--- src/design/pbe_pkg.sv ---
// ----------------------------------------------------------------------------
// pbe_pkg
// Shared widths, codes and constants of the PCI bus enumerator.
// ----------------------------------------------------------------------------
`default_nettype none

package pbe_pkg;

  // Table depth and the widths that follow from it
  localparam int MAX_DEVICES = 32;
  localparam int COUNT_W     = $clog2(MAX_DEVICES + 1);
  localparam int IDX_W       = (MAX_DEVICES > 1) ? $clog2(MAX_DEVICES) : 1;

  // Field widths
  localparam int REQ_W    = 2;
  localparam int DATA_W   = 32;
  localparam int KEY_W    = 16;
  localparam int KIND_W   = 2;
  localparam int ADDR_W   = 64;
  localparam int BUS_W    = 8;
  localparam int SLOT_W   = 5;
  localparam int FUNC_W   = 3;
  localparam int OFS_W    = 8;
  localparam int INDEX_W  = 5;
  localparam int DCOUNT_W = 6;
  localparam int CFG_IDX_W = 8;
  localparam int CFG_DAT_W = 64;
  localparam int ENTRY_W  = 64;

  typedef enum logic [REQ_W-1:0] {
    REQ_START      = 2'd0,
    REQ_COMPLETION = 2'd1,
    REQ_FIND_ID    = 2'd2,
    REQ_FIND_CLASS = 2'd3
  } req_t;

  typedef enum logic [KIND_W-1:0] {
    KIND_READ   = 2'd0,
    KIND_DONE   = 2'd1,
    KIND_LOOKUP = 2'd2
  } kind_t;

  // Configuration register indexes
  localparam logic [CFG_IDX_W-1:0] REG_ECAM_BASE  = 8'd0;
  localparam logic [CFG_IDX_W-1:0] REG_MAP_OFFSET = 8'd1;

  // Config space offsets that the walk reads
  localparam logic [OFS_W-1:0] OFS_IDS   = 8'h00;
  localparam logic [OFS_W-1:0] OFS_CLASS = 8'h08;
  localparam logic [OFS_W-1:0] OFS_HTYPE = 8'h0C;

  localparam logic [15:0] VENDOR_NONE = 16'hFFFF;
  localparam logic [31:0] CF8_ENABLE  = 32'h8000_0000;
  localparam int          HTYPE_MF_BIT = 16 + 7;  // header type bit 7 in the dword

  localparam logic [BUS_W-1:0]  BUS_LAST  = 8'hFF;
  localparam logic [SLOT_W-1:0] SLOT_LAST = 5'h1F;
  localparam logic [FUNC_W-1:0] FUNC_LAST = 3'h7;

endpackage

`default_nettype wire

--- src/design/pbe_if.sv ---
// ----------------------------------------------------------------------------
// pbe_if
// Handshake channels of the enumerator: request, response and config write.
// ----------------------------------------------------------------------------
`default_nettype none

interface pbe_req_if;
  logic                        valid;
  logic                        ready;
  logic [pbe_pkg::REQ_W-1:0]   req_type;
  logic [pbe_pkg::DATA_W-1:0]  read_data;
  logic [pbe_pkg::KEY_W-1:0]   key_a;
  logic [pbe_pkg::KEY_W-1:0]   key_b;

  modport source (output valid, req_type, read_data, key_a, key_b, input ready);
  modport sink   (input valid, req_type, read_data, key_a, key_b, output ready);
endinterface

interface pbe_rsp_if;
  logic                          valid;
  logic                          ready;
  logic [pbe_pkg::KIND_W-1:0]    kind;
  logic [pbe_pkg::ADDR_W-1:0]    address;
  logic [pbe_pkg::BUS_W-1:0]     bus;
  logic [pbe_pkg::SLOT_W-1:0]    slot;
  logic [pbe_pkg::FUNC_W-1:0]    func;
  logic [pbe_pkg::OFS_W-1:0]     config_offset;
  logic                          found;
  logic [pbe_pkg::INDEX_W-1:0]   index;
  logic [pbe_pkg::DCOUNT_W-1:0]  device_count;

  modport source (output valid, kind, address, bus, slot, func, config_offset, found,
                  index, device_count, input ready);
  modport sink   (input valid, kind, address, bus, slot, func, config_offset, found,
                  index, device_count, output ready);
endinterface

interface pbe_cfg_if;
  logic                           valid;
  logic                           ready;
  logic [pbe_pkg::CFG_IDX_W-1:0]  index;
  logic [pbe_pkg::CFG_DAT_W-1:0]  data;

  modport source (output valid, index, data, input ready);
  modport sink   (input valid, index, data, output ready);
endinterface

`default_nettype wire

--- src/design/pci_bus_enumerator_core.sv ---
// ----------------------------------------------------------------------------
// pci_bus_enumerator_core
// Walks bus/slot/function space with dword config reads, records present
// functions in a device table memory and answers first-match lookups.
// ----------------------------------------------------------------------------
//
//  channel | dir | handshake     | payload
//  --------+-----+---------------+------------------------------------------
//  req     | in  | valid/ready   | req_type, read_data, key_a, key_b
//  rsp     | out | valid/ready   | kind, address, bus, slot, func,
//          |     |               | config_offset, found, index, device_count
//  cfg     | in  | valid/ready   | index (register), data
//
//  Steps: accept, then execute; a lookup then reads the table from entry 0
//  and stops on the first hit, past the last stored entry, or if it is empty;
//  the single table read port, one entry per cycle, sets the lookup time.
//  Reset (rst, synchronous) clears control and config; the fill count bounds
//  every table read, so the table needs no clearing pass.
//  Stalls: a waiting result holds one more item in execute; cfg always ready.
//
`default_nettype none

module pci_bus_enumerator_core (
  input  wire       clk,
  input  wire       rst,
  pbe_req_if.sink   req,
  pbe_rsp_if.source rsp,
  pbe_cfg_if.sink   cfg
);

  typedef enum logic [1:0] {
    S_IDLE,
    S_EXEC,
    S_LOOK
  } state_t;

  typedef enum logic [1:0] {
    PH_IDLE  = 2'd0,
    PH_IDS   = 2'd1,
    PH_CLASS = 2'd2,
    PH_HTYPE = 2'd3
  } phase_t;

  // Config registers and the precomputed ECAM base sum
  logic [pbe_pkg::ADDR_W-1:0] ecam_base;
  logic [pbe_pkg::ADDR_W-1:0] map_offset;
  logic [pbe_pkg::ADDR_W-1:0] base_sum;

  // Control
  state_t state;
  phase_t phase;
  logic [pbe_pkg::BUS_W-1:0]   scan_bus;
  logic [pbe_pkg::SLOT_W-1:0]  scan_slot;
  logic [pbe_pkg::FUNC_W-1:0]  scan_func;
  logic [pbe_pkg::DATA_W-1:0]  held_ids;
  logic [pbe_pkg::COUNT_W-1:0] stored_count;

  // Captured item
  pbe_pkg::req_t               req_q;
  logic [pbe_pkg::DATA_W-1:0]  data_q;
  logic [pbe_pkg::KEY_W-1:0]   key_a_q;
  logic [pbe_pkg::KEY_W-1:0]   key_b_q;

  // Lookup walk
  logic [pbe_pkg::COUNT_W-1:0] ptr;
  logic                        rd_valid;
  logic [pbe_pkg::IDX_W-1:0]   rd_idx;

  // Device table: vendor[15:0] device[31:16] subclass[39:32] class[47:40]
  // bus[55:48] slot[60:56] func[63:61]
  logic [pbe_pkg::ENTRY_W-1:0] dev_mem [pbe_pkg::MAX_DEVICES];
  logic [pbe_pkg::ENTRY_W-1:0] rd_data;
  logic                        rd_en;
  logic                        wr_en;

  // Result register
  logic                          rsp_valid;
  logic [pbe_pkg::KIND_W-1:0]    rsp_kind;
  logic [pbe_pkg::ADDR_W-1:0]    rsp_address;
  logic [pbe_pkg::BUS_W-1:0]     rsp_bus;
  logic [pbe_pkg::SLOT_W-1:0]    rsp_slot;
  logic [pbe_pkg::FUNC_W-1:0]    rsp_func;
  logic [pbe_pkg::OFS_W-1:0]     rsp_ofs;
  logic                          rsp_found;
  logic [pbe_pkg::INDEX_W-1:0]   rsp_index;
  logic [pbe_pkg::DCOUNT_W-1:0]  rsp_count;

  // Walk step decode
  logic                        step_func;
  logic                        step_slot;
  logic                        emit_rd;
  logic                        emit_done;
  logic                        hold_ids;
  logic [pbe_pkg::OFS_W-1:0]   rd_ofs;
  logic [pbe_pkg::BUS_W-1:0]   nb;
  logic [pbe_pkg::SLOT_W-1:0]  ns;
  logic [pbe_pkg::FUNC_W-1:0]  nf;
  phase_t                      ph_next;
  logic [pbe_pkg::ADDR_W-1:0]  rd_address;

  logic rsp_free;
  logic issue;
  logic hit;
  logic is_lookup;

  assign req.ready = (state == S_IDLE);
  assign cfg.ready = 1'b1;
  assign rsp_free  = !rsp_valid || rsp.ready;
  assign is_lookup = (req_q == pbe_pkg::REQ_FIND_ID) || (req_q == pbe_pkg::REQ_FIND_CLASS);

  assign rsp.valid         = rsp_valid;
  assign rsp.kind          = rsp_kind;
  assign rsp.address       = rsp_address;
  assign rsp.bus           = rsp_bus;
  assign rsp.slot          = rsp_slot;
  assign rsp.func          = rsp_func;
  assign rsp.config_offset = rsp_ofs;
  assign rsp.found         = rsp_found;
  assign rsp.index         = rsp_index;
  assign rsp.device_count  = rsp_count;

  // Config writes; indexes beyond the list are dropped
  always_ff @(posedge clk) begin
    if (rst) begin
      ecam_base  <= '0;
      map_offset <= '0;
    end else if (cfg.valid) begin
      case (cfg.index)
        pbe_pkg::REG_ECAM_BASE:  ecam_base  <= cfg.data;
        pbe_pkg::REG_MAP_OFFSET: map_offset <= cfg.data;
        default: ;
      endcase
    end
  end

  // Change config only while idle (unchecked) so the sum's registered lag stays unseen
  always_ff @(posedge clk) begin
    base_sum <= ecam_base + map_offset;
  end

  // Next location of the walk and which read comes next
  always_comb begin
    step_func = 1'b0;
    step_slot = 1'b0;
    emit_rd   = 1'b0;
    emit_done = 1'b0;
    hold_ids  = 1'b0;
    wr_en     = 1'b0;
    rd_ofs    = pbe_pkg::OFS_IDS;
    nb        = scan_bus;
    ns        = scan_slot;
    nf        = scan_func;
    ph_next   = phase;
    case (req_q)
      pbe_pkg::REQ_START: begin
        nb      = '0;
        ns      = '0;
        nf      = '0;
        ph_next = PH_IDS;
        emit_rd = 1'b1;
      end
      pbe_pkg::REQ_COMPLETION: begin
        case (phase)
          PH_IDS: begin
            if (data_q[15:0] == pbe_pkg::VENDOR_NONE) begin
              // absent: function 0 skips the whole slot
              step_slot = (scan_func == '0);
              step_func = (scan_func != '0);
            end else begin
              hold_ids = 1'b1;
              ph_next  = PH_CLASS;
              rd_ofs   = pbe_pkg::OFS_CLASS;
              emit_rd  = 1'b1;
            end
          end
          PH_CLASS: begin
            wr_en = (stored_count < pbe_pkg::COUNT_W'(pbe_pkg::MAX_DEVICES));
            if (scan_func == '0) begin
              ph_next = PH_HTYPE;
              rd_ofs  = pbe_pkg::OFS_HTYPE;
              emit_rd = 1'b1;
            end else begin
              step_func = 1'b1;
            end
          end
          PH_HTYPE: begin
            step_func = data_q[pbe_pkg::HTYPE_MF_BIT];
            step_slot = !data_q[pbe_pkg::HTYPE_MF_BIT];
          end
          default: ;  // completion while idle: ignored
        endcase
      end
      default: ;  // lookups leave the walk alone
    endcase

    if (step_func && (scan_func != pbe_pkg::FUNC_LAST)) begin
      nf      = scan_func + 1'b1;
      ph_next = PH_IDS;
      emit_rd = 1'b1;
    end else if (step_func || step_slot) begin
      nf      = '0;
      ph_next = PH_IDS;
      emit_rd = 1'b1;
      if (scan_slot != pbe_pkg::SLOT_LAST) begin
        ns = scan_slot + 1'b1;
      end else begin
        ns = '0;
        if (scan_bus != pbe_pkg::BUS_LAST) begin
          nb = scan_bus + 1'b1;
        end else begin
          // end of the walk
          nb        = '0;
          ph_next   = PH_IDLE;
          emit_rd   = 1'b0;
          emit_done = 1'b1;
        end
      end
    end

    if (ecam_base != '0) begin
      rd_address = base_sum + {36'd0, nb, ns, nf, 4'd0, rd_ofs[7:2], 2'b00};
    end else begin
      rd_address = {32'd0, pbe_pkg::CF8_ENABLE | {8'd0, nb, ns, nf, rd_ofs[7:2], 2'b00}};
    end
  end

  // Lookup compare on the entry read last cycle
  always_comb begin
    if (req_q == pbe_pkg::REQ_FIND_CLASS) begin
      hit = (rd_data[47:40] == key_a_q[7:0]) && (rd_data[39:32] == key_b_q[7:0]);
    end else begin
      hit = (rd_data[15:0] == key_a_q) && (rd_data[31:16] == key_b_q);
    end
  end

  assign issue = (state == S_LOOK) && (ptr < stored_count);
  assign rd_en = issue;

  // Table memory: one write port, one registered read port
  always_ff @(posedge clk) begin
    if (state == S_EXEC && rsp_free && wr_en) begin
      dev_mem[stored_count[pbe_pkg::IDX_W-1:0]] <=
        {scan_func, scan_slot, scan_bus, data_q[31:16], held_ids};
    end
    if (rd_en) begin
      rd_data <= dev_mem[ptr[pbe_pkg::IDX_W-1:0]];
    end
  end

  always_ff @(posedge clk) begin
    if (rst) begin
      state        <= S_IDLE;
      phase        <= PH_IDLE;
      scan_bus     <= '0;
      scan_slot    <= '0;
      scan_func    <= '0;
      held_ids     <= '0;
      stored_count <= '0;
      rsp_valid    <= 1'b0;
      rd_valid     <= 1'b0;
      ptr          <= '0;
    end else begin
      if (rsp_valid && rsp.ready) begin
        rsp_valid <= 1'b0;
      end
      case (state)
        S_IDLE: begin
          if (req.valid) begin
            req_q   <= pbe_pkg::req_t'(req.req_type);
            data_q  <= req.read_data;
            key_a_q <= req.key_a;
            key_b_q <= req.key_b;
            state   <= S_EXEC;
          end
        end
        S_EXEC: begin
          if (rsp_free) begin
            if (is_lookup) begin
              ptr      <= '0;
              rd_valid <= 1'b0;
              state    <= S_LOOK;
            end else begin
              phase     <= ph_next;
              scan_bus  <= nb;
              scan_slot <= ns;
              scan_func <= nf;
              if (req_q == pbe_pkg::REQ_START) begin
                stored_count <= '0;
                held_ids     <= '0;
              end else if (wr_en) begin
                stored_count <= stored_count + 1'b1;
              end
              if (hold_ids) begin
                held_ids <= data_q;
              end
              if (emit_rd || emit_done) begin
                rsp_valid   <= 1'b1;
                rsp_kind    <= emit_rd ? pbe_pkg::KIND_READ : pbe_pkg::KIND_DONE;
                rsp_address <= emit_rd ? rd_address : '0;
                rsp_bus     <= emit_rd ? nb : '0;
                rsp_slot    <= emit_rd ? ns : '0;
                rsp_func    <= emit_rd ? nf : '0;
                rsp_ofs     <= emit_rd ? rd_ofs : '0;
                rsp_found   <= 1'b0;
                rsp_index   <= '0;
                // count including this item's table write
                rsp_count   <= (req_q == pbe_pkg::REQ_START) ? '0 :
                               pbe_pkg::DCOUNT_W'(stored_count +
                                                  pbe_pkg::COUNT_W'(wr_en));
              end
              state <= S_IDLE;
            end
          end
        end
        S_LOOK: begin
          // the result register is known free here
          if (issue) begin
            ptr <= ptr + 1'b1;
          end
          rd_valid <= issue;
          rd_idx   <= ptr[pbe_pkg::IDX_W-1:0];
          if ((rd_valid && hit) || (!rd_valid && !issue)) begin
            rsp_valid   <= 1'b1;
            rsp_kind    <= pbe_pkg::KIND_LOOKUP;
            rsp_address <= '0;
            rsp_ofs     <= '0;
            rsp_count   <= pbe_pkg::DCOUNT_W'(stored_count);
            if (rd_valid) begin
              rsp_bus   <= rd_data[55:48];
              rsp_slot  <= rd_data[60:56];
              rsp_func  <= rd_data[63:61];
              rsp_found <= 1'b1;
              rsp_index <= pbe_pkg::INDEX_W'(rd_idx);
            end else begin
              rsp_bus   <= '0;
              rsp_slot  <= '0;
              rsp_func  <= '0;
              rsp_found <= 1'b0;
              rsp_index <= '0;
            end
            state <= S_IDLE;
          end
        end
        default: state <= S_IDLE;
      endcase
    end
  end

endmodule

`default_nettype wire

--- src/flat_wrapper.sv ---
// flat-port wrapper written by rule: the top's interface ports become plain ports
module pci_bus_enumerator_core_flat 
  (clk, rst, req_valid, req_req_type, req_read_data, req_key_a, req_key_b, req_ready, rsp_valid, rsp_kind, rsp_address, rsp_bus, rsp_slot, rsp_func, rsp_config_offset, rsp_found, rsp_index, rsp_device_count, rsp_ready, cfg_valid, cfg_index, cfg_data, cfg_ready);
  pbe_req_if req_i ();
  pbe_rsp_if rsp_i ();
  pbe_cfg_if cfg_i ();
  input  wire clk;
  input  wire rst;
  input wire logic [$bits(req_i.valid)-1:0] req_valid;
  input wire logic [$bits(req_i.req_type)-1:0] req_req_type;
  input wire logic [$bits(req_i.read_data)-1:0] req_read_data;
  input wire logic [$bits(req_i.key_a)-1:0] req_key_a;
  input wire logic [$bits(req_i.key_b)-1:0] req_key_b;
  output wire logic [$bits(req_i.ready)-1:0] req_ready;
  output wire logic [$bits(rsp_i.valid)-1:0] rsp_valid;
  output wire logic [$bits(rsp_i.kind)-1:0] rsp_kind;
  output wire logic [$bits(rsp_i.address)-1:0] rsp_address;
  output wire logic [$bits(rsp_i.bus)-1:0] rsp_bus;
  output wire logic [$bits(rsp_i.slot)-1:0] rsp_slot;
  output wire logic [$bits(rsp_i.func)-1:0] rsp_func;
  output wire logic [$bits(rsp_i.config_offset)-1:0] rsp_config_offset;
  output wire logic [$bits(rsp_i.found)-1:0] rsp_found;
  output wire logic [$bits(rsp_i.index)-1:0] rsp_index;
  output wire logic [$bits(rsp_i.device_count)-1:0] rsp_device_count;
  input wire logic [$bits(rsp_i.ready)-1:0] rsp_ready;
  input wire logic [$bits(cfg_i.valid)-1:0] cfg_valid;
  input wire logic [$bits(cfg_i.index)-1:0] cfg_index;
  input wire logic [$bits(cfg_i.data)-1:0] cfg_data;
  output wire logic [$bits(cfg_i.ready)-1:0] cfg_ready;
  assign req_i.valid = req_valid;
  assign req_i.req_type = req_req_type;
  assign req_i.read_data = req_read_data;
  assign req_i.key_a = req_key_a;
  assign req_i.key_b = req_key_b;
  assign req_ready = req_i.ready;
  assign rsp_valid = rsp_i.valid;
  assign rsp_kind = rsp_i.kind;
  assign rsp_address = rsp_i.address;
  assign rsp_bus = rsp_i.bus;
  assign rsp_slot = rsp_i.slot;
  assign rsp_func = rsp_i.func;
  assign rsp_config_offset = rsp_i.config_offset;
  assign rsp_found = rsp_i.found;
  assign rsp_index = rsp_i.index;
  assign rsp_device_count = rsp_i.device_count;
  assign rsp_i.ready = rsp_ready;
  assign cfg_i.valid = cfg_valid;
  assign cfg_i.index = cfg_index;
  assign cfg_i.data = cfg_data;
  assign cfg_ready = cfg_i.ready;
  pci_bus_enumerator_core u_core (.clk(clk), .rst(rst), .req(req_i), .rsp(rsp_i), .cfg(cfg_i));
endmodule
--- config.mk ---
export PLATFORM = sky130hd
export DESIGN_NAME = pci_bus_enumerator_core_flat
export DESIGN_NICKNAME = d
export VERILOG_FILES = /design/src/design/pbe_pkg.sv /design/src/design/pbe_if.sv /design/src/design/pci_bus_enumerator_core.sv /design/src/flat_wrapper.sv
export SDC_FILE = /design/constraint.sdc
export NUM_CORES = 2
export LEC_CHECK = 0
export ABC_CLOCK_PERIOD_IN_PS = 4890
export BUFFER_PORTS_ARGS = -buffer_cell sky130_fd_sc_hd__buf_2
export CAP_MARGIN = 20
export CORE_AREA = 4 4 433 435
export DETAILED_ROUTE_END_ITERATION = 10
export DIE_AREA = 0 0 437 439
export GPL_ROUTABILITY_DRIVEN = 0
export PLACE_DENSITY = 0.74
export REMOVE_ABC_BUFFERS = 1
export SYNTH_ARGS = -nofsm -noshare
export SYNTH_HDL_FRONTEND = slang
export SYNTH_SLANG_ARGS = --single-unit
--- constraint.sdc ---
create_clock -name clk -period 4.89 [get_ports clk]
set_clock_uncertainty 0.15 [all_clocks]
set_input_delay 0.489 -clock clk [delete_from_list [all_inputs] [get_ports clk]]
set_output_delay 0.489 -clock clk [all_outputs]
set_load 0.05 [all_outputs]
**Word-level counts from Yosys, hierarchy flattened**

Memory sizes are Yosys's and may differ from the RTL's. A register that Yosys moved wholly into a read port is not among the register bits.
Index checks and enable logic that the tools add are counted.

- Register bits: 431
- Memories: 1
- Logic and storage cells: 237
- Output and inout port bits: 105
- Bits of input ports: 143
- Bits in writable memories: 2048

- Multiplexer cells: 130
- $lt $le $gt $ge: 2
- Add/subtract/negate cells: 8
- Reductions and logical operators: 40
- Equality and inequality tests: 27
- Bitwise gates (word level): 2

Memories:

| memory | depth | width | rd ports | clocked after Yosys merged registers in | write ports | RTL line | RTL |
|---|---|---|---|---|---|---|---|
| u_core.dev_mem | 32 | 64 | 1 | 1 | 1 | pci_bus_enumerator_core.sv:71 | `logic [pbe_pkg::ENTRY_W-1:0] dev_mem [pbe_pkg::MAX_DEVICES];` |

Operators by type and width:

| kind | number |
|---|---|
| two-way mux 64 bit | 6 |
| two-way mux 8 bit | 17 |
| one-hot mux 64 bit (2 select lines) | 1 |
| two-way mux 5 bit | 15 |
| adder 64 x 28 -> 64 bit | 1 |
| adder 64 bit | 1 |
| two-way mux 32 bit | 2 |
| nonzero test 64 bit | 1 |
| two-way mux 6 bit | 10 |
| one-hot mux 8 bit (2 select lines) | 3 |
| two-way mux 1 bit | 36 |
| equality test 16 bit | 2 |
| two-way mux 3 bit | 9 |
| two-way mux 2 bit | 13 |
| one-hot mux 6 bit (2 select lines) | 2 |
| one-hot mux 5 bit (2 select lines) | 2 |
| equality test 16 bit (second input constant) | 1 |
| equality test 8 bit | 2 |
| adder 6 x 1 -> 6 bit (second input constant) | 2 |
| one-hot mux 1 bit (2 select lines) | 6 |
| one-hot mux 2 bit (2 select lines) | 3 |
| AND reduction 3 bit | 4 |
| AND reduction 4 bit | 3 |
| equality test 2 bit (second input constant) | 5 |
| other kinds (31) | 62 |

**Logic depth before layout (Yosys ltp)**

- Depth in word-level cells: 14
- Gate-level depth with buffers: 21

**Least setup slack after synthesis**

OpenSTA, ideal clock, no wires.

- Path type: flip-flop to flip-flop
- Start: register u_core.scan_func[0] (netlist bit)
- End: register u_core.rsp_address (netlist bit u_core.rsp.address[56]) (data pin)
- Required time: 4.593 ns
- Stages on the path, launching flop included: 21
- Arrival time: 4.774 ns
- Setup slack: -0.181 ns
- Clock period less this slack: 5.071 ns
- Cell sequence: dfxtp_1 -> inv_1 -> ha_1 -> nor2b_1 -> nor2_1 -> a21oi_1 -> a2bb2oi_1 -> a2111oi_4 -> nand2b_1 -> o21ai_0 -> a21oi_1 -> inv_1 -> ha_1 -> and3_2 -> nand3_1 -> or2_2 -> o221a_2 -> nor4_4 -> nand2_1 -> or3_1 -> a21oi_1

- Cells in the longest elaborated chain, start to end: 14
- Elaborated cells on any way between the ends: 35
- Those cells by class: 2 x add/sub; 1 x eq/ne; 28 x mux; 4 x reduce/logical

RTL lines:

| element | RTL line | RTL |
|---|---|---|
| start: declaration | pci_bus_enumerator_core.sv:54 | `logic [pbe_pkg::FUNC_W-1:0] scan_func;` |
| start signal: assignment | pci_bus_enumerator_core.sv:286 | `scan_func <= nf;` |
| zero test 3 bit / nonzero test 3 bit (equally long branches) | pci_bus_enumerator_core.sv:167, pci_bus_enumerator_core.sv:178, pci_bus_enumerator_core.sv:168 |  |
| two-way mux 1 bit, on equally long branches | pci_bus_enumerator_core.sv:178, pci_bus_enumerator_core.sv:165 |  |
| one-hot mux 1 bit (3 select lines) / one-hot mux 1 bit (2 select lines) (equally long branches) | pci_bus_enumerator_core.sv:163 | `case (phase)` |
| two-way mux 1 bit | pci_bus_enumerator_core.sv:154 | `case (req_q)` |
| logical OR 1 bit | pci_bus_enumerator_core.sv:200 | `end else if (step_func \|\| step_slot) begin` |
| two-way mux 8 bit | pci_bus_enumerator_core.sv:200 |  |
| two-way mux 8 bit * | pci_bus_enumerator_core.sv:196 | `if (step_func && (scan_func != pbe_pkg::FUNC_LAST)) begin` |
| via u_core.nb, one bit | pci_bus_enumerator_core.sv:95 | `logic [pbe_pkg::BUS_W-1:0] nb;` |
| adder 64 x 28 -> 64 bit * | pci_bus_enumerator_core.sv:221 | `rd_address = base_sum + {36'd0, nb, ns, nf, 4'd0, rd_ofs[7:2], 2'b00};` |
| two-way mux 64 bit * | pci_bus_enumerator_core.sv:220 | `if (ecam_base != '0) begin` |
| two-way mux 64 bit * | pci_bus_enumerator_core.sv:299 | `rsp_address <= emit_rd ? rd_address : '0;` |
| two-way mux 64 bit * | pci_bus_enumerator_core.sv:296 | `if (emit_rd \|\| emit_done) begin` |
| two-way mux 64 bit * | pci_bus_enumerator_core.sv:278 | `if (is_lookup) begin` |
| two-way mux 64 bit * | pci_bus_enumerator_core.sv:277 | `if (rsp_free) begin` |
| one-hot mux 64 bit (2 select lines) * | pci_bus_enumerator_core.sv:266 | `case (state)` |
| end signal: assignment | pci_bus_enumerator_core.sv:299 |  |
| end: declaration | pci_bus_enumerator_core.sv:79 | `logic [pbe_pkg::ADDR_W-1:0] rsp_address;` |

The timed path passes the listed nets; every way through them passes the cells marked *. The select of a mux whose other input is x is not followed.
A chain may end at the register's enable or synchronous reset.

**Worst setup path in the final report**

- Start: register u_core.data_q[9] (netlist bit)
- End: register u_core.rsp_address (netlist bit u_core.rsp.address[54]) (data pin)

- Cells in the longest elaborated chain, start to end: 14
- Elaborated cells on any way between the ends: 30
- Those cells by class: 1 x add/sub; 1 x eq/ne; 26 x mux; 2 x reduce/logical

RTL lines:

| element | RTL line | RTL |
|---|---|---|
| start: declaration | pci_bus_enumerator_core.sv:60 | `logic [pbe_pkg::DATA_W-1:0] data_q;` |
| start signal: assignment | pci_bus_enumerator_core.sv:270 | `data_q <= req.read_data;` |
| equality test 16 bit * | pci_bus_enumerator_core.sv:165 | `if (data_q[15:0] == pbe_pkg::VENDOR_NONE) begin` |
| two-way mux 1 bit | pci_bus_enumerator_core.sv:165 |  |
| one-hot mux 1 bit (3 select lines) / one-hot mux 1 bit (2 select lines) (equally long branches) | pci_bus_enumerator_core.sv:163 |  |
| two-way mux 1 bit | pci_bus_enumerator_core.sv:154 |  |
| logical OR 1 bit | pci_bus_enumerator_core.sv:200 |  |
| two-way mux 8 bit | pci_bus_enumerator_core.sv:200 |  |
| two-way mux 8 bit * | pci_bus_enumerator_core.sv:196 |  |
| via u_core.nb, one bit | pci_bus_enumerator_core.sv:95 |  |
| adder 64 x 28 -> 64 bit * | pci_bus_enumerator_core.sv:221 |  |
| two-way mux 64 bit * | pci_bus_enumerator_core.sv:220 |  |
| two-way mux 64 bit * | pci_bus_enumerator_core.sv:299 |  |
| two-way mux 64 bit * | pci_bus_enumerator_core.sv:296 |  |
| two-way mux 64 bit * | pci_bus_enumerator_core.sv:278 |  |
| two-way mux 64 bit * | pci_bus_enumerator_core.sv:277 |  |
| one-hot mux 64 bit (2 select lines) * | pci_bus_enumerator_core.sv:266 |  |

Marked as above.

==> results.md <==
- The fraction of the yosys area taken by sequential cells is 0.732.
- Counting along the longest clock path gives a buffer depth of 3.
- For this run, asynchronously set or reset flops after synthesis account for 0.
- The number of DRC violations after detailed-routing iteration 0 is 7761.
- The critical path endpoint category is a flip-flop.
- Setup violations remaining at the end of the flow were counted as 0.
- The most instantiated flip-flop cell in the synthesis netlist is sky130_fd_sc_hd__edfxtp_1.
- For the pin with the worst max-slew slack, the measured transition is 1150 ps.
- The dominant cell by count in the synthesized netlist is sky130_fd_sc_hd__edfxtp_1.
- Once placement finished, the instance area stood at 0.106 mm².
- The number of input and output port buffers inserted is 240.
- The run finished with clean final reports.
- The clock reaches the later pin of the worst-skew pair after 900 ps.
- The register area is 0.0736 mm².
- The shortest clock period the worst path allows after layout is 4890 ps.
- The relative slew slack is 0.230.
- The total power consumption of the routed design is 0.0426 W.
- In this run, synthesis inferred 2279 flip-flops with an integrated enable.
- Summing all multi-input logic gate instances after layout gives 0.0261 mm².
- The final layout contains routed wiring with a total length of 264000 µm.
- Among the stages of the critical path, the cell type that occurs most often is sky130_fd_sc_hd__buf_4.
- STA classifies the critical path startpoint as a flip-flop.
- Across every metal layer, demand over resource in global routing totals 0.273.
- The flop and latch count out of synthesis is 2537.
- The cell type group with the largest total delay on the critical path is compound AO/OA/AOI/OAI gates.
- For the worst flop-to-flop path, the logic depth is 26.
- The critical register-to-register path startpoint is u_core.data_q[9].
- The detailed-route via count is 55300.
- The largest net degree at the start of global routing is 144.
- The count of mapped cells out of synthesis is 5333.
- The capture instance of the worst register-to-register path is u_core.rsp.address[54].
- In the final layout, the share of cells above drive strength 1 is 0.271.
- For this run, the number of Yosys warnings is 0.
- Across the run, the number of max-cap violations was 0.
- The die area is 0.192 mm².
- TritonCTS created 235 clock buffers.
- In the final design database the tool counted 6189 nets.
- Summed over all layers, the global routing overflow is 0.
- The launch point of the worst hold path is req_read_data[25].
- The number of global-route vias before repair was 54800.
- The via-per-instance ratio is 6.41.
- Across all register-to-register paths, the minimum setup slack is 0.6 ps.
- The initial utilization of the core area, before any placement, comes to 0.549.
- The analysis attributes to cell leakage a power of 36.8 nW.
- The data arrival time at the worst-slack endpoint is 5350 ps.
- In this run the number of H-tree levels came out at 4.
- The half-perimeter wire length after placement is 144000 µm.
- The post-route cell area is 0.116 mm².
- Setup repair after global routing could not meet its margin everywhere.
- The CTS tree is done.
- The detailed-route wire length per cell is 30.7 µm.
- The number of buffers and inverters on the critical path is 8.
- The number of sinks driven by the clock tree is 2537.
- Dividing the final minimum period by the clock period gives 1.00.
- 248 I/O pins were placed.
- Dividing total power by cell area gives a power density of 367 mW/mm².
- The average size of a mapped cell is 18.8 µm².
- The initial antenna violation count is 7.
- The initialized floorplan defines 157 standard-cell rows.
- Based on the critical path, the design can be clocked at up to 205 MHz.
- The cell depth of the worst min-delay path is 2.
- The tree is rooted in a sky130_fd_sc_hd__clkbuf_16.
- The filler cells instantiated in the layout total 12200.
- The total standard cell area after synthesis is 0.101 mm².
- The path category of the worst min-delay check is input port to flip-flop.
- The number of max-slew violations in the final report is 0.
- The count of nets left with antenna violations once routing finished came out at 0.
- The delay contributed by the slowest stage of the critical path is 390 ps.
- The floorplan step set the die width to 437 µm.
- The commonest cells after synthesis are sky130_fd_sc_hd__edfxtp_1 (2279), sky130_fd_sc_hd__mux4_2 (640), sky130_fd_sc_hd__nand2_1 (416), sky130_fd_sc_hd__a21oi_1 (283), sky130_fd_sc_hd__dfxtp_1 (258).
- After clock tree synthesis, the clock-pin slew on the worst setup and hold paths is 60 ps.
- Along the worst path, the maximum fanout reaches 7.
- After synthesis, the netlist uses 89 different library cells.
- The startpoint-to-endpoint class of the critical path is flip-flop to flip-flop.
- From bottom edge to top edge, the die measures 439 µm.
- The data required time of the worst path is 5350 ps.
- The portion of synthesized cell area occupied by the leading cell type is 0.681.
- For this run, the share of the core covered by cells in the final layout is 0.635.
- The first global-routing pass estimated 381000 µm of wire.
- The peak supply drop is 0.417 mV.
- The standard cell core area is 0.183 mm².
- The worst-path cell with the longest stage delay is sky130_fd_sc_hd__nor4_4.
- The DRC violations left is 0.
- The synthesis-to-layout area growth is 15.7%.
- By area the synthesized netlist is led by sky130_fd_sc_hd__edfxtp_1 (68%), sky130_fd_sc_hd__mux4_2 (14%), sky130_fd_sc_hd__dfxtp_1 (5.1%), sky130_fd_sc_hd__nand2_1 (1.6%), sky130_fd_sc_hd__a21oi_1 (1.4%).
- The biggest area contributor in the post-synthesis netlist is sky130_fd_sc_hd__edfxtp_1.
- For this run, the detailed router's first-pass iteration total came to 6.
- For hold timing, the worst endpoint is u_core.data_q[25].
- The count of endpoints failing hold in the final timing report is 0.
==> per-stage QoR <==
step | instances | setup TNS [ps] | setup WS [ps] | hold slack, ps
2_1_floorplan | 5063 | -4336380 | -19310 | 285
3_3_place_gp | 7997 | -402 | -106 | 298
3_5_place_dp | 7999 | -1390 | -188 | 304
4_1_cts | 8595 | 0 | 27.0 | 88.2
5_1_grt | 8616 | -2690 | -234 | 129
6_report | 8618 | 0 | 0.602 | 155
==> cells in the final DEF (no fill, tap or decap), drive strengths merged, types with 14 or more instances in the layout <==
| cell | n |
|---|---|
| edfxtp | 2279 |
| mux4 | 640 |
| buf | 494 |
| nand2 | 417 |
| clkbuf | 310 |
| a21oi | 283 |
| dfxtp | 258 |
| nor2 | 199 |
| dlygate4sd3 | 144 |
| clkinv | 108 |
| ha | 106 |
| xnor2 | 95 |
| nand3 | 80 |
| o21ai | 74 |
| xor2 | 70 |
| mux2 | 66 |
| inv | 66 |
| nand4 | 53 |
| a21o | 44 |
| nor3 | 35 |
| and3 | 30 |
| nor4 | 27 |
| bufinv | 20 |
| a211oi | 18 |
| o21bai | 17 |
| nor2b | 16 |
| nand2b | 16 |
| and2 | 16 |
| a31oi | 14 |
==> layer usage <==
layer	GRT usage	wire length, µm	up-vias
li1	-	-	22600
met2	0.437	129000	3552
met1	0.376	96200	28500
met4	0.120	13000	4
met5	0	27	-
met3	0.0461	26000	618
==> area by class of cell <==
type / instances / area share
diodes: 4 / 0.0000861
clock buffers: 310 / 0.0552
clock inverters: 139 / 0.0121
inverters: 64 / 0.00207
multi-input cells: 2462 / 0.224
flip-flops and latches: 2537 / 0.633
well taps: 2464 / 0.0265
repair buffers: 638 / 0.0466
==> registers in the layout, indices dropped and copies added (netlist names), 6 cells and up <==
signal / count
u_core.ptr: 6
u_core.data_q: 32
u_core.map_offset: 64
u_core.stored_count: 6
u_core.rsp.device_count: 6
u_core.scan_bus: 8
u_core.rsp.bus: 8
u_core.rd_data: 64
u_core.held_ids: 32
u_core.key_b_q: 16
u_core.base_sum: 64
u_core.rsp.address: 64
u_core.ecam_base: 64
u_core.dev_mem: 2048
u_core.key_a_q: 16
==> cells by family after synthesis <==
family,Yosys count,share of synthesized area
flip-flops,2537,0.732
AND/OR/NAND/NOR,924,0.0415
multiplexers,715,0.152
AO/OA/AOI/OAI,543,0.0332
buffers and inverters,339,0.0132
XOR/XNOR,165,0.0144
adder cells (fa/ha/maj),108,0.0136
other,2,0.0000747
==> report_power, final <==
| group | internal, W | total (W) | switching [W] |
|---|---|---|---|
| registers | 0.0235 | 0.0236 | 0.0000804 |
| logic | 0.000242 | 0.000759 | 0.000517 |
| clock network | 0.0103 | 0.0183 | 0.00799 |
| total | 0.0341 | 0.0426 | 0.00859 |
==> worst max-delay path by stage <==
| stage | startpoint | endpoint | slack (ps) | depth (start not counted) |
|---|---|---|---|---|
| 3_3_place_gp | u_core.data_q[7] | u_core.rsp.address[51] | -110 | 18 |
| 6_report | u_core.data_q[9] | u_core.rsp.address[54] | 0.6 | 26 |
| 2_1_floorplan | u_core.ptr[0] | u_core.rsp.address[0] | -19310 | 7 |
| 3_5_place_dp | u_core.data_q[2] | u_core.rsp.address[55] | -190 | 20 |
| 4_1_cts | u_core.data_q[2] | u_core.rsp.address[58] | 30 | 24 |
| 5_1_grt | u_core.data_q[5] | u_core.rsp.address[54] | -230 | 26 |
==> timing repair <==
| action | CTS | global route |
|---|---|---|
| setup endpoints to repair | 23 | 35 |
| resized for setup | 6 | 44 |
| endpoints found under the hold margin | 204 | 0 |
| pin swaps | 5 | 33 |
| setup buffers | 3 | 11 |
| hold buffers | 144 | 0 |
(Power assumes the default switching activity.)
